[config.mk]
export PLATFORM = sky130hd
export DESIGN_NAME = source_health_monitor_flat
export DESIGN_NICKNAME = d
export VERILOG_FILES = /design/src/rtl/core/shm_pkg.sv /design/src/rtl/core/shm_if.sv /design/src/rtl/core/source_health_monitor.sv /design/src/flat_wrapper.sv
export VERILOG_INCLUDE_DIRS = /design/src /design/src/rtl/core
export SDC_FILE = /design/constraint.sdc
export NUM_CORES = 2
export LEC_CHECK = 0
export BUFFER_PORTS_ARGS = -buffer_cell sky130_fd_sc_hd__buf_4
export CAP_MARGIN = 20
export CORE_MARGIN = 2
export CORE_UTILIZATION = 45
export CTS_CLUSTER_DIAMETER = 200
export DETAILED_ROUTE_END_ITERATION = 10
export PLACE_DENSITY = 0.6
export SKIP_LAST_GASP = 1
export SLEW_MARGIN = 5
export SYNTH_ARGS = -nofsm -noshare
export SYNTH_HDL_FRONTEND = slang
export SYNTH_SLANG_ARGS = --single-unit
[constraint.sdc]
create_clock -name clk_i -period 19.2 [get_ports clk_i]
set_input_delay 3.84 -clock clk_i [delete_from_list [all_inputs] [get_ports clk_i]]
set_output_delay 3.84 -clock clk_i [all_outputs]
set_load 0.005 [all_outputs]
[src/rtl/core/source_health_monitor_assert.svh]
// Assertion macros for the source health monitor RTL.
// Included by modules that check their own logic; depends on nothing else.
`ifndef SOURCE_HEALTH_MONITOR_ASSERT_SVH
`define SOURCE_HEALTH_MONITOR_ASSERT_SVH

// Same-cycle implication, disabled while reset is asserted.
`define SHM_ASSERT_IMP(label, clk, rst_n, ante, cons) \
  label: assert property (@(posedge clk) disable iff (!rst_n) (ante) |-> (cons)) \
    else $error("source health monitor check failed");

// Next-cycle implication, disabled while reset is asserted.
`define SHM_ASSERT_NXT(label, clk, rst_n, ante, cons) \
  label: assert property (@(posedge clk) disable iff (!rst_n) (ante) |=> (cons)) \
    else $error("source health monitor check failed");

`endif

[src/rtl/core/shm_pkg.sv]
// Shared types and constants for the source health monitor.
// No dependencies; used by the channel interfaces and the top level.
package shm_pkg;

  localparam int unsigned TIME_BITS_DEF = 32;

  localparam int unsigned CMD_W  = 3;
  localparam int unsigned EV_W   = 6;
  localparam int unsigned MS_W   = 32;
  localparam int unsigned DTS_W  = 64;
  localparam int unsigned ERR_W  = 64;
  localparam int unsigned CNT_W  = 32;
  localparam int unsigned APB_DW = 32;
  localparam int unsigned APB_AW = 4;

  typedef enum logic [CMD_W-1:0] {
    CMD_RESTART   = 3'd0,
    CMD_TRANSPORT = 3'd1,
    CMD_MEDIA     = 3'd2,
    CMD_CONTAINER = 3'd3,
    CMD_TRACKS    = 3'd4,
    CMD_EVALUATE  = 3'd5
  } cmd_e;

  typedef enum logic [1:0] {
    REG_FAILURE_TIMEOUT  = 2'd0,
    REG_RECOVERY_TIMEOUT = 2'd1,
    REG_REQUIRED_MASK    = 2'd2
  } reg_e;

  // Evidence bit positions.
  localparam int unsigned EV_TRANSPORT = 0;
  localparam int unsigned EV_DATA      = 1;
  localparam int unsigned EV_MEDIA     = 2;
  localparam int unsigned EV_TS        = 3;
  localparam int unsigned EV_CONTAINER = 4;
  localparam int unsigned EV_TRACKS    = 5;

  localparam logic [MS_W-1:0] FAILURE_TIMEOUT_RST  = 32'd5000;
  localparam logic [MS_W-1:0] RECOVERY_TIMEOUT_RST = 32'd5000;
  localparam logic [EV_W-1:0] REQUIRED_MASK_RST    = 6'h3f;
  localparam logic [EV_W-1:0] EVIDENCE_RST         = 6'h10;

endpackage

[src/rtl/core/shm_if.sv]
// Valid/ready channel interfaces for source health monitor events and results.
// Depends on shm_pkg for field widths.
interface shm_in_if;
  import shm_pkg::*;

  logic              valid;
  logic              ready;
  logic [CMD_W-1:0]  cmd;
  logic [MS_W-1:0]   now_ms;
  logic              flag;
  logic signed [DTS_W-1:0] frame_dts;
  logic [ERR_W-1:0]  error_total;

  modport source (output valid, cmd, now_ms, flag, frame_dts, error_total, input ready);
  modport sink   (input valid, cmd, now_ms, flag, frame_dts, error_total, output ready);
endinterface

interface shm_out_if;
  import shm_pkg::*;

  logic             valid;
  logic             ready;
  logic             healthy;
  logic             eligible;
  logic [EV_W-1:0]  evidence_bits;
  logic [CNT_W-1:0] transition_count;
  logic [MS_W-1:0]  unhealthy_time;

  modport source (output valid, healthy, eligible, evidence_bits, transition_count,
                  unhealthy_time, input ready);
  modport sink   (input valid, healthy, eligible, evidence_bits, transition_count,
                  unhealthy_time, output ready);
endinterface

[src/rtl/core/source_health_monitor.sv]
// Source health monitor top level: event register, state update, result register.
// Depends on shm_pkg, shm_if.sv and source_health_monitor_assert.svh.
//
// Channel  Dir  Handshake          Contents
// in_i     in   valid/ready        cmd, now_ms, flag, frame_dts, error_total
// out_o    out  valid/ready        healthy, eligible, evidence_bits, transition_count,
//                                  unhealthy_time
// apb      in   psel/penable       timeout and mask registers, pready always high
//
// One event per cycle sustained while results are taken; each event passes through
// the event register and then the result register, from which its result can
// transfer on the output.
// The state update between them is a handful of 32-bit subtract-and-compare paths.
// A full result register that is not taken stalls the event register, and the input
// stays ready while either stage can move. Reset loads the post-restart state at
// time zero at once; there is no clearing pass.
`include "source_health_monitor_assert.svh"

module source_health_monitor #(
  parameter int unsigned TIME_BITS = shm_pkg::TIME_BITS_DEF
) (
  input  logic                        clk_i,
  input  logic                        rst_ni,
  shm_in_if.sink                      in_i,
  shm_out_if.source                   out_o,
  input  logic                        psel,
  input  logic                        penable,
  input  logic                        pwrite,
  input  logic [shm_pkg::APB_AW-1:0]  paddr,
  input  logic [shm_pkg::APB_DW-1:0]  pwdata,
  output logic [shm_pkg::APB_DW-1:0]  prdata,
  output logic                        pready
);
  import shm_pkg::*;

  localparam int unsigned CW = (TIME_BITS > MS_W) ? TIME_BITS : MS_W;

  typedef logic [TIME_BITS-1:0] tm_t;

  // Configuration registers.
  logic [MS_W-1:0] fail_to_q, recov_to_q;
  logic [EV_W-1:0] req_mask_q;
  logic            cfg_wr;

  assign pready = 1'b1;
  assign cfg_wr = psel && penable && pwrite && pready;

  always_ff @(posedge clk_i or negedge rst_ni) begin
    if (!rst_ni) begin
      fail_to_q  <= FAILURE_TIMEOUT_RST;
      recov_to_q <= RECOVERY_TIMEOUT_RST;
      req_mask_q <= REQUIRED_MASK_RST;
    end else if (cfg_wr) begin
      unique case (reg_e'(paddr[3:2]))
        REG_FAILURE_TIMEOUT:  fail_to_q  <= pwdata;
        REG_RECOVERY_TIMEOUT: recov_to_q <= pwdata;
        REG_REQUIRED_MASK:    req_mask_q <= pwdata[EV_W-1:0];
        default: ;
      endcase
    end
  end

  always_comb begin
    unique case (reg_e'(paddr[3:2]))
      REG_FAILURE_TIMEOUT:  prdata = fail_to_q;
      REG_RECOVERY_TIMEOUT: prdata = recov_to_q;
      REG_REQUIRED_MASK:    prdata = APB_DW'(req_mask_q);
      default:              prdata = '0;
    endcase
  end

  // Event register.
  logic                    in_valid_q;
  logic [CMD_W-1:0]        cmd_q;
  tm_t                     now_q;
  logic                    flag_q;
  logic signed [DTS_W-1:0] dts_q;
  logic [ERR_W-1:0]        errs_q;

  logic out_valid_q;
  logic fire;

  assign fire       = in_valid_q && (!out_valid_q || out_o.ready);
  assign in_i.ready = !in_valid_q || fire;

  always_ff @(posedge clk_i or negedge rst_ni) begin
    if (!rst_ni) begin
      in_valid_q <= 1'b0;
    end else if (in_i.ready) begin
      in_valid_q <= in_i.valid;
    end
  end

  always_ff @(posedge clk_i) begin
    if (in_i.valid && in_i.ready) begin
      cmd_q  <= in_i.cmd;
      now_q  <= TIME_BITS'(in_i.now_ms);
      flag_q <= in_i.flag;
      dts_q  <= in_i.frame_dts;
      errs_q <= in_i.error_total;
    end
  end

  // Source state.
  logic [EV_W-1:0]         ev_q, ev_d;
  tm_t                     media_t_q, media_t_d;
  tm_t                     dts_t_q, dts_t_d;
  logic signed [DTS_W-1:0] hi_dts_q, hi_dts_d;
  logic [ERR_W-1:0]        errs_seen_q, errs_seen_d;
  tm_t                     err_t_q, err_t_d;
  logic                    healthy_q, healthy_d;
  logic                    eligible_q, eligible_d;
  tm_t                     hs_q, hs_d;
  logic                    hs_valid_q, hs_valid_d;
  tm_t                     us_q, us_d;
  logic [CNT_W-1:0]        trans_q, trans_d;

  tm_t             el_media, el_dts, el_err, el_hs;
  tm_t             hs_eff;
  logic            up;
  logic            media_ok, dts_ok, err_clean, full;
  logic [EV_W-1:0] ev_eval;

  // Elapsed times and evaluate-time evidence, computed for every event.
  always_comb begin
    up        = ev_q[EV_TRANSPORT];
    el_media  = now_q - media_t_q;
    el_dts    = now_q - dts_t_q;
    el_err    = now_q - err_t_q;
    hs_eff    = hs_valid_q ? hs_q : now_q;
    el_hs     = now_q - hs_eff;
    media_ok  = up && (CW'(el_media) <= CW'(fail_to_q));
    dts_ok    = up && (CW'(el_dts) <= CW'(fail_to_q));
    err_clean = CW'(el_err) >= CW'(recov_to_q);
    ev_eval   = ev_q;
    ev_eval[EV_DATA]  = media_ok;
    ev_eval[EV_MEDIA] = media_ok;
    ev_eval[EV_TS]    = dts_ok;
    if (!ev_q[EV_CONTAINER] && err_clean) begin
      ev_eval[EV_CONTAINER] = 1'b1;
    end
    full = (ev_eval & req_mask_q) == req_mask_q;
  end

  always_comb begin
    ev_d        = ev_q;
    media_t_d   = media_t_q;
    dts_t_d     = dts_t_q;
    hi_dts_d    = hi_dts_q;
    errs_seen_d = errs_seen_q;
    err_t_d     = err_t_q;
    healthy_d   = healthy_q;
    eligible_d  = eligible_q;
    hs_d        = hs_q;
    hs_valid_d  = hs_valid_q;
    us_d        = us_q;
    trans_d     = trans_q;
    unique case (cmd_e'(cmd_q))
      CMD_RESTART: begin
        ev_d        = EVIDENCE_RST;
        media_t_d   = now_q;
        dts_t_d     = now_q;
        hi_dts_d    = '0;
        errs_seen_d = '0;
        err_t_d     = '0;
        healthy_d   = 1'b1;
        eligible_d  = 1'b1;
        hs_d        = now_q;
        hs_valid_d  = 1'b1;
        us_d        = '0;
        trans_d     = '0;
      end
      CMD_TRANSPORT: begin
        if (flag_q) begin
          ev_d[EV_TRANSPORT] = 1'b1;
        end else begin
          // Transport loss fails the source at once, even if already failed.
          ev_d       = '0;
          hs_d       = '0;
          hs_valid_d = 1'b0;
          us_d       = now_q;
          if (healthy_q || eligible_q) begin
            trans_d = trans_q + 1'b1;
          end
          healthy_d  = 1'b0;
          eligible_d = 1'b0;
        end
      end
      CMD_MEDIA: begin
        media_t_d = now_q;
        if (dts_q > hi_dts_q) begin
          hi_dts_d = dts_q;
          dts_t_d  = now_q;
        end
      end
      CMD_CONTAINER: begin
        if (errs_q > errs_seen_q) begin
          errs_seen_d          = errs_q;
          err_t_d              = now_q;
          ev_d[EV_CONTAINER]   = 1'b0;
        end
      end
      CMD_TRACKS: begin
        ev_d[EV_TRACKS] = flag_q;
      end
      CMD_EVALUATE: begin
        ev_d = ev_eval;
        if (full) begin
          hs_d       = hs_eff;
          hs_valid_d = 1'b1;
          if (!healthy_q && (CW'(el_hs) >= CW'(recov_to_q))) begin
            healthy_d = 1'b1;
            trans_d   = trans_q + 1'b1;
            us_d      = '0;
          end
        end else if (healthy_q) begin
          healthy_d  = 1'b0;
          trans_d    = trans_q + 1'b1;
          hs_d       = '0;
          hs_valid_d = 1'b0;
          us_d       = now_q;
        end
        eligible_d = healthy_d;
      end
      default: ;
    endcase
  end

  always_ff @(posedge clk_i or negedge rst_ni) begin
    if (!rst_ni) begin
      ev_q        <= EVIDENCE_RST;
      media_t_q   <= '0;
      dts_t_q     <= '0;
      hi_dts_q    <= '0;
      errs_seen_q <= '0;
      err_t_q     <= '0;
      healthy_q   <= 1'b1;
      eligible_q  <= 1'b1;
      hs_q        <= '0;
      hs_valid_q  <= 1'b1;
      us_q        <= '0;
      trans_q     <= '0;
    end else if (fire) begin
      ev_q        <= ev_d;
      media_t_q   <= media_t_d;
      dts_t_q     <= dts_t_d;
      hi_dts_q    <= hi_dts_d;
      errs_seen_q <= errs_seen_d;
      err_t_q     <= err_t_d;
      healthy_q   <= healthy_d;
      eligible_q  <= eligible_d;
      hs_q        <= hs_d;
      hs_valid_q  <= hs_valid_d;
      us_q        <= us_d;
      trans_q     <= trans_d;
    end
  end

  // Result register.
  logic             res_healthy_q, res_eligible_q;
  logic [EV_W-1:0]  res_ev_q;
  logic [CNT_W-1:0] res_trans_q;
  logic [MS_W-1:0]  res_us_q;

  always_ff @(posedge clk_i or negedge rst_ni) begin
    if (!rst_ni) begin
      out_valid_q <= 1'b0;
    end else if (fire) begin
      out_valid_q <= 1'b1;
    end else if (out_o.ready) begin
      out_valid_q <= 1'b0;
    end
  end

  always_ff @(posedge clk_i) begin
    if (fire) begin
      res_healthy_q  <= healthy_d;
      res_eligible_q <= eligible_d;
      res_ev_q       <= ev_d;
      res_trans_q    <= trans_d;
      res_us_q       <= MS_W'(us_d);
    end
  end

  assign out_o.valid            = out_valid_q;
  assign out_o.healthy          = res_healthy_q;
  assign out_o.eligible         = res_eligible_q;
  assign out_o.evidence_bits    = res_ev_q;
  assign out_o.transition_count = res_trans_q;
  assign out_o.unhealthy_time   = res_us_q;

  // A healthy source always has a recovery start and no failure time.
  `SHM_ASSERT_IMP(a_healthy_has_start, clk_i, rst_ni, healthy_q, hs_valid_q && (us_q == '0))
  // Eligibility follows health after every kind of event.
  `SHM_ASSERT_IMP(a_elig_tracks_health, clk_i, rst_ni, out_valid_q,
                  res_eligible_q == res_healthy_q)
  // The transition counter only moves when an event is processed.
  `SHM_ASSERT_NXT(a_trans_stable, clk_i, rst_ni, !fire, $stable(trans_q))
  // The input is held off only when both stages are full and the output stalls.
  `SHM_ASSERT_IMP(a_ready_only_stall, clk_i, rst_ni, !in_i.ready,
                  in_valid_q && out_valid_q && !out_o.ready)

endmodule
[src/flat_wrapper.sv]
// flat-port wrapper written by rule: the top's interface ports become plain ports
module source_health_monitor_flat import shm_pkg::*;
#(
  parameter int unsigned TIME_BITS = shm_pkg::TIME_BITS_DEF
)
  (clk_i, rst_ni, psel, penable, pwrite, paddr, pwdata, prdata, pready, in_i_valid, in_i_cmd, in_i_now_ms, in_i_flag, in_i_frame_dts, in_i_error_total, in_i_ready, out_o_valid, out_o_healthy, out_o_eligible, out_o_evidence_bits, out_o_transition_count, out_o_unhealthy_time, out_o_ready);
  shm_in_if in_i_i ();
  shm_out_if out_o_i ();
  input  logic clk_i;
  input  logic rst_ni;
  input  logic psel;
  input  logic penable;
  input  logic pwrite;
  input  logic [shm_pkg::APB_AW-1:0] paddr;
  input  logic [shm_pkg::APB_DW-1:0] pwdata;
  output logic [shm_pkg::APB_DW-1:0] prdata;
  output logic pready;
  input wire logic [$bits(in_i_i.valid)-1:0] in_i_valid;
  input wire logic [$bits(in_i_i.cmd)-1:0] in_i_cmd;
  input wire logic [$bits(in_i_i.now_ms)-1:0] in_i_now_ms;
  input wire logic [$bits(in_i_i.flag)-1:0] in_i_flag;
  input wire logic [$bits(in_i_i.frame_dts)-1:0] in_i_frame_dts;
  input wire logic [$bits(in_i_i.error_total)-1:0] in_i_error_total;
  output wire logic [$bits(in_i_i.ready)-1:0] in_i_ready;
  output wire logic [$bits(out_o_i.valid)-1:0] out_o_valid;
  output wire logic [$bits(out_o_i.healthy)-1:0] out_o_healthy;
  output wire logic [$bits(out_o_i.eligible)-1:0] out_o_eligible;
  output wire logic [$bits(out_o_i.evidence_bits)-1:0] out_o_evidence_bits;
  output wire logic [$bits(out_o_i.transition_count)-1:0] out_o_transition_count;
  output wire logic [$bits(out_o_i.unhealthy_time)-1:0] out_o_unhealthy_time;
  input wire logic [$bits(out_o_i.ready)-1:0] out_o_ready;
  assign in_i_i.valid = in_i_valid;
  assign in_i_i.cmd = in_i_cmd;
  assign in_i_i.now_ms = in_i_now_ms;
  assign in_i_i.flag = in_i_flag;
  assign in_i_i.frame_dts = in_i_frame_dts;
  assign in_i_i.error_total = in_i_error_total;
  assign in_i_ready = in_i_i.ready;
  assign out_o_valid = out_o_i.valid;
  assign out_o_healthy = out_o_i.healthy;
  assign out_o_eligible = out_o_i.eligible;
  assign out_o_evidence_bits = out_o_i.evidence_bits;
  assign out_o_transition_count = out_o_i.transition_count;
  assign out_o_unhealthy_time = out_o_i.unhealthy_time;
  assign out_o_i.ready = out_o_ready;
  source_health_monitor #(.TIME_BITS(TIME_BITS)) u_core (.clk_i(clk_i), .rst_ni(rst_ni), .in_i(in_i_i), .out_o(out_o_i), .psel(psel), .penable(penable), .pwrite(pwrite), .paddr(paddr), .pwdata(pwdata), .prdata(prdata), .pready(pready));
endmodule
Word level (Yosys, flattened, before mapping)

Cells that the tools add are included.

Register bits: 637
Output and inout port bits: 107
Input port bits: 207
Word-level logic and storage cells: 124

$add $sub $neg: 5
Reduce and logical (&&, ||, !) cells: 29
Bitwise logic cells: 1
Muxes and demuxes: 44
Equal/unequal tests: 12
$lt $le $gt $ge: 6

Operators with widths:

| kind                                                            | count |
|---|---|
| 32-bit 2-to-1 mux                                               | 15 |
| 32-bit one-hot mux with 3 select lines                          | 4 |
| 64-bit one-hot mux with 2 select lines                          | 2 |
| 64-bit > comparator                                             | 2 |
| 64-bit 2-to-1 mux                                               | 2 |
| 32-bit one-hot mux with 2 select lines                          | 2 |
| 32-bit subtractor                                               | 4 |
| 32-bit greater-or-equal comparator                              | 2 |
| 32-bit <= comparator                                            | 2 |
| 32-bit by 1-bit adder with 32-bit output, second input constant | 1 |
| 1-bit 2-to-1 mux                                                | 12 |
| 1-bit one-hot mux with 3 select lines                           | 4 |
| 4-bit one-hot mux with 3 select lines                           | 1 |
| 1-bit logical AND                                               | 8 |
| 2-bit AND reduction                                             | 4 |
| 6-bit bitwise AND                                               | 1 |
| 3-bit by 2-bit == test with 1-bit output, second input constant | 2 |
| 3-bit == test, second input constant                            | 2 |
| 6-bit == test                                                   | 1 |
| 3-bit AND reduction                                             | 2 |
| 2-bit nonzero test                                              | 3 |
| 5-bit 2-to-1 mux                                                | 1 |
| 1-bit logical NOT                                               | 4 |
| 2-bit by 1-bit != test with 1-bit output, second input constant | 2 |
| other kinds (12)                                                | 14 |

Depth between registers and ports, before layout

Word-level depth: 8
Gate-level depth with buffers: 33
Depth with buffers taken out: 28

Worst setup path after synthesis

No wires, ideal clock.

Path kind: input-to-output
From: input paddr[3] in the netlist's numbering
To: output prdata[21] in the netlist's numbering
Arrival: 4874 ps
Cell stages on the path: 4
Setup slack: 10486 ps
Path buffers: 3
Data required time: 15360 ps
Cell sequence: clkbuf_1 -> clkbuf_1 -> buf_1 -> nor2_1

Longest elaborated chain between the ends: 2
Elaborated cells between the ends (all ways): 4
Classes of those cells: eq/ne: 2; mux: 1; reduce/logical: 1

RTL lines:

| item                                        | RTL line                    | RTL |
|---|---|---|
| from (decl)                                 | flat_wrapper.sv:14          | `input logic [shm_pkg::APB_AW-1:0] paddr;` |
| 2-bit == test, or another cell as far along | source_health_monitor.sv:64 | `unique case (reg_e'(paddr[3:2]))` |
| 32-bit one-hot mux with 3 select lines *    | source_health_monitor.sv:64 |  |
| to (decl)                                   | flat_wrapper.sv:16          | `output logic [shm_pkg::APB_DW-1:0] prdata;` |

Mark *: on every way between the ends. The rest lies on a longest branch, timed or not.

Worst setup path after layout

From: register u_core.now_q[1]
To: register u_core.res_us_q[11] (netlist: u_core.out_o.unhealthy_time[11]) (data pin)

Longest elaborated chain between the ends: 8
Elaborated cells between the ends (all ways): 19
Classes of those cells: add/sub: 4; order compare: 4; eq/ne: 1; mux: 5; bitwise: 1; reduce/logical: 4

RTL lines:

| item                                     | RTL line                     | RTL |
|---|---|---|
| from (decl)                              | source_health_monitor.sv:75  | `tm_t now_q;` |
| from (signal assigned)                   | source_health_monitor.sv:97  | `now_q <= TIME_BITS'(in_i.now_ms);` |
| 32-bit subtractor                        | source_health_monitor.sv:129 | `el_err = now_q - err_t_q;` |
| 32-bit greater-or-equal comparator       | source_health_monitor.sv:134 | `err_clean = CW'(el_err) >= CW'(recov_to_q);` |
| 1-bit logical AND                        | source_health_monitor.sv:139 | `if (!ev_q[EV_CONTAINER] && err_clean) begin` |
| 1-bit 2-to-1 mux                         | source_health_monitor.sv:139 |  |
| 6-bit bitwise AND                        | source_health_monitor.sv:142 | `full = (ev_eval & req_mask_q) == req_mask_q;` |
| 6-bit == test                            | source_health_monitor.sv:142 |  |
| 32-bit 2-to-1 mux *                      | source_health_monitor.sv:208 | `if (full) begin` |
| 32-bit one-hot mux with 3 select lines * | source_health_monitor.sv:158 | `unique case (cmd_e'(cmd_q))` |
| via u_core.us_d[11]                      | source_health_monitor.sv:115 | `tm_t us_q, us_d;` |
| to (signal assigned)                     | source_health_monitor.sv:281 | `res_us_q <= MS_W'(us_d);` |
| to (decl)                                | source_health_monitor.sv:263 | `logic [MS_W-1:0] res_us_q;` |

Mark *: on every way through the listed nets, which the timed path passes. The rest lies on a longest branch.
A chain may end at the register's enable or synchronous reset.

==> results by group <==
Status
  • Status: completed

STA
  • RSZ-0062 raised after global routing: false
  • Final Skew: 0.02880 ns
  • Final setup fails: 0
  • Period utilisation layout: 48.75%
  • Final slew viol count: 0
  • Slew headroom: 27.63%
  • Worst slew pin tran: 1.058 ns
  • Max Freq: approximately 0.11 GHz
  • Fin crit period: about 9.4 ns
  • Final-report hold violation count: 0
  • Setup_tns: 0 ns

Clocking
  • Clk slew on worst S/H paths: approximately 0.06 ns
  • Cells resized by post-CTS repair: 0
  • Cts-stage hold buffer count: 0
  • Root buf cell: clkbuf_16
  • Max Buffers Root-to-Sink: 3
  • Clk_lat worst skew: 0.62 ns
  • Num CTS Buffers: between 70 and 80
  • CTS tree: built
  • Htree depth: 3
  • CTS Sinks: 637
  • Post-CTS setup buffers: 0

Worst hold path
  • Hold Path Class: reg2reg
  • Hold Startpoint: u_core.ev_q[3]
  • Hold path endpoint: u_core.ev_q[3]
  • WHS Path Cells: 2

Critical path
  • Crit Path Class: reg2reg
  • Worst r2r dst: u_core.out_o.unhealthy_time[11]
  • Worst Reg-to-Reg Cells: 24
  • RR Startpoint: u_core.now_q[1]
  • Worst EP required: 19.55 ns
  • Reg-to-reg slack, setup: 9.84 ns
  • Critical Path Sink Type: register
  • Arrival time worst endpoint: 9.71 ns
  • Crit-path max FO: 20
  • Worst setup SP type: register

Synthesis
  • Syn Nets: 4458
  • Post-synth cell types: 76
  • Ys async rst share: 62.95%
  • Yosys reg bits: 637
  • EDFF count, synth: 236
  • Avg Cell Area, Syn: just under 10 um^2
  • Synth warnings: 0
  • Synth Cell Area: about 38000 um^2
  • Cells after Synth: 3866
  • Post-synthesis sequential area ratio: 44.80%
  • Synth Flop Type: dfrtp_1

Place
  • Number of port buffers: just over 300
  • Placed cells: 5191
  • Placement Cell Area: 41810 um^2
  • Detailed Place HPWL: 74140 um
  • Routability cong.: 0.8803

Final layout
  • Fin nets: roughly 4.7k
  • Fin area: 44150 um^2
  • Synth-to-layout area growth: 15.37%
  • Layout cells sized above 1: 15.55%
  • ANT cells: 0
  • Most frequent cells in the layout: o21ai_0 (384), ha_1 (381), dfrtp_1 (381)
  • Fill cell count: 7714
  • Util after Layout: 52.59%
  • Most common cell after layout, fill and taps aside: o21ai_0
  • Post-Layout Cell Count: 5326

Routing
  • First-pass iteration count of the detailed router: 6
  • Wire per inst: 19.60 um
  • Vias post-DR: 29.44k
  • Final WL: 104400 um
  • Drc violations: 0
  • DR vias/cell: 5.527
  • ANT nets after route: 0
  • Drt first-iter violations: approximately 1.9k

Floorplanning
  • Chip width: 295.6 um
  • I/O pin count: 314
  • Die ar.: 87390 um^2
  • Die Ht: 295.6 um
  • Starting Density: a little under half
  • FP Rows: 106
  • Core Box Area: 83950 um^2

GRT
  • Vias in the first global route: between 20k and 30k
  • Gr usage total: approximately a quarter
  • First-pass GRT wire length: about 160000 um
  • Remaining Overflow, GRT: 0
  • Largest net degree at the start of global routing: 148
  • Antenna violations before repair: 2

Power and ir drop
  • Tot Pwr: 5.056 mW
  • Power Density: 114.5 nW/um^2
  • Worst ir drop on vdd: 73.26 uV
  • P_leak: 19.46 nW

Flow run
  • Max cap viols: 0
==> through the flow <==
stage	setup WS, ns	hold WS [ns]
3_3_place_gp	9.953	0.4598
4_1_cts	9.913	0.4858
3_5_place_dp	9.963	0.4713
5_1_grt	9.291	0.5112
6_report	9.840	0.4823
2_1_floorplan	10.49	0.4461
==> metal layers <==
| layer | up-vias | routed length (um) | track usage, % |
|---|---|---|---|
| met5 | - | 27 | 0 |
| met4 | 4 | 2320 | 6.289 |
| met3 | 132 | 4861 | 3.605 |
| met2 | 624 | 50110 | 40.26 |
| met1 | 14160 | 47070 | 32.01 |
| li1 | 14520 | - | - |
==> power by group <==
| part | switching [mW] | internal (mW) | total, mW |
|---|---|---|---|
| Combinational | 1.09 | 0.835 | 1.93 |
| Clock | 0.584 | 0.786 | 1.37 |
| Sequential | 0.126 | 1.63 | 1.76 |
| Total | 1.80 | 3.25 | 5.06 |
==> final cells by class <==
| class | count | area (um^2) | area share, % |
|---|---|---|---|
| Clock buffer | 103 | 2032 | 4.602 |
| Clock inverter | 32 | 306.5 | 0.6943 |
| Inverter | 328 | 1234 | 2.794 |
| Multi-Input combinational cell | 2745 | 19390 | 43.91 |
| Sequential cell | 637 | 17150 | 38.84 |
| Tap cell | 1134 | 1419 | 3.214 |
| Timing Repair Buffer | 347 | 2625 | 5.946 |
==> how the worst max path moves through the flow <==
stage / startpoint / to / slack [ns] / depth (start not counted)
6_report: u_core.now_q[1] / u_core.out_o.unhealthy_time[11] / 9.84 / 24
5_1_grt: u_core.now_q[1] / u_core.out_o.unhealthy_time[11] / 9.29 / 23
4_1_cts: u_core.now_q[1] / u_core.out_o.unhealthy_time[11] / 9.91 / 23
3_5_place_dp: u_core.now_q[1] / u_core.out_o.unhealthy_time[11] / 9.96 / 23
3_3_place_gp: u_core.now_q[1] / u_core.out_o.unhealthy_time[11] / 9.95 / 23
2_1_floorplan: paddr[3] / prdata[21] / 10.49 / 4
==> cell usage after synthesis, types with 12 or more instances <==
master	n	area (um^2)
o21ai_0	385	1927
nand2b_1	35	219.0
nand3_1	158	790.8
o211ai_1	12	90.09
inv_1	326	1224
mux2i_1	66	660.6
nand4_1	67	419.2
o31ai_1	43	322.8
and3_1	21	131.4
dfrtp_1	381	9534
xor2_1	27	236.5
a211oi_1	12	90.09
nand2_1	349	1310
a22o_1	71	621.9
mux2_2	134	1509
or3_1	12	75.07
nor2b_1	35	219.0
nor2_1	177	664.4
a21oi_1	261	1306
a31oi_1	21	131.4
nor3_1	47	235.2
ha_1	381	4767
o21bai_1	12	90.09
a21o_1	136	1021
edfxtp_1	236	7087
clkbuf_1	136	510.5
o21a_1	29	217.7
dfstp_2	20	525.5
xnor2_1	88	770.7
==> critical path, stage by stage (launching register included) <==
cell	delay, ns
edfxtp_1	0.70
inv_1	0.32
fa_1	0.52
nor2b_1	0.15
o21a_1	0.14
o21ai_0	0.14
a211oi_1	0.46
o31ai_1	0.25
a2111oi_0	0.95
o31ai_1	0.28
nand2b_1	0.33
nor3_1	0.23
nor2_1	0.08
xnor2_1	0.14
ha_1	0.28
nand4_1	0.28
nor4_1	0.92
o41ai_1	0.27
o31ai_2	0.63
a211oi_4	0.18
mux2_4	0.39
nand2_1	0.11
nand3_1	0.53
buf_4	0.48
a22o_1	0.27
==> kinds of logic after synthesis <==
| kind of cell | synth area share [%] |
|---|---|
| other | 0.009799 |
| flip-flops | 44.80 |
| adder cells (fa/ha/maj) | 12.67 |
| AO/OA/AOI/OAI | 17.96 |
| XOR/XNOR | 2.632 |
| multiplexers | 5.708 |
| buffers and inverters | 4.803 |
| AND/OR/NAND/NOR | 11.41 |
==> state kept, by name, summed over array words and instances, names as in the netlist, 3 cells and up <==
| name | count |
|---|---|
| u_core.cmd_q | 3 |
| u_core.dts_q | 64 |
| u_core.dts_t_q | 32 |
| u_core.err_t_q | 32 |
| u_core.errs_q | 64 |
| u_core.errs_seen_q | 64 |
| u_core.ev_q | 6 |
| u_core.fail_to_q | 32 |
| u_core.hi_dts_q | 64 |
| u_core.hs_q | 32 |
| u_core.media_t_q | 32 |
| u_core.now_q | 32 |
| u_core.out_o.evidence_bits | 6 |
| u_core.out_o.transition_count | 32 |
| u_core.out_o.unhealthy_time | 32 |
| u_core.recov_to_q | 32 |
| u_core.req_mask_q | 6 |
| u_core.trans_q | 32 |
| u_core.us_q | 32 |
Power figures use the tool's default switching activity.
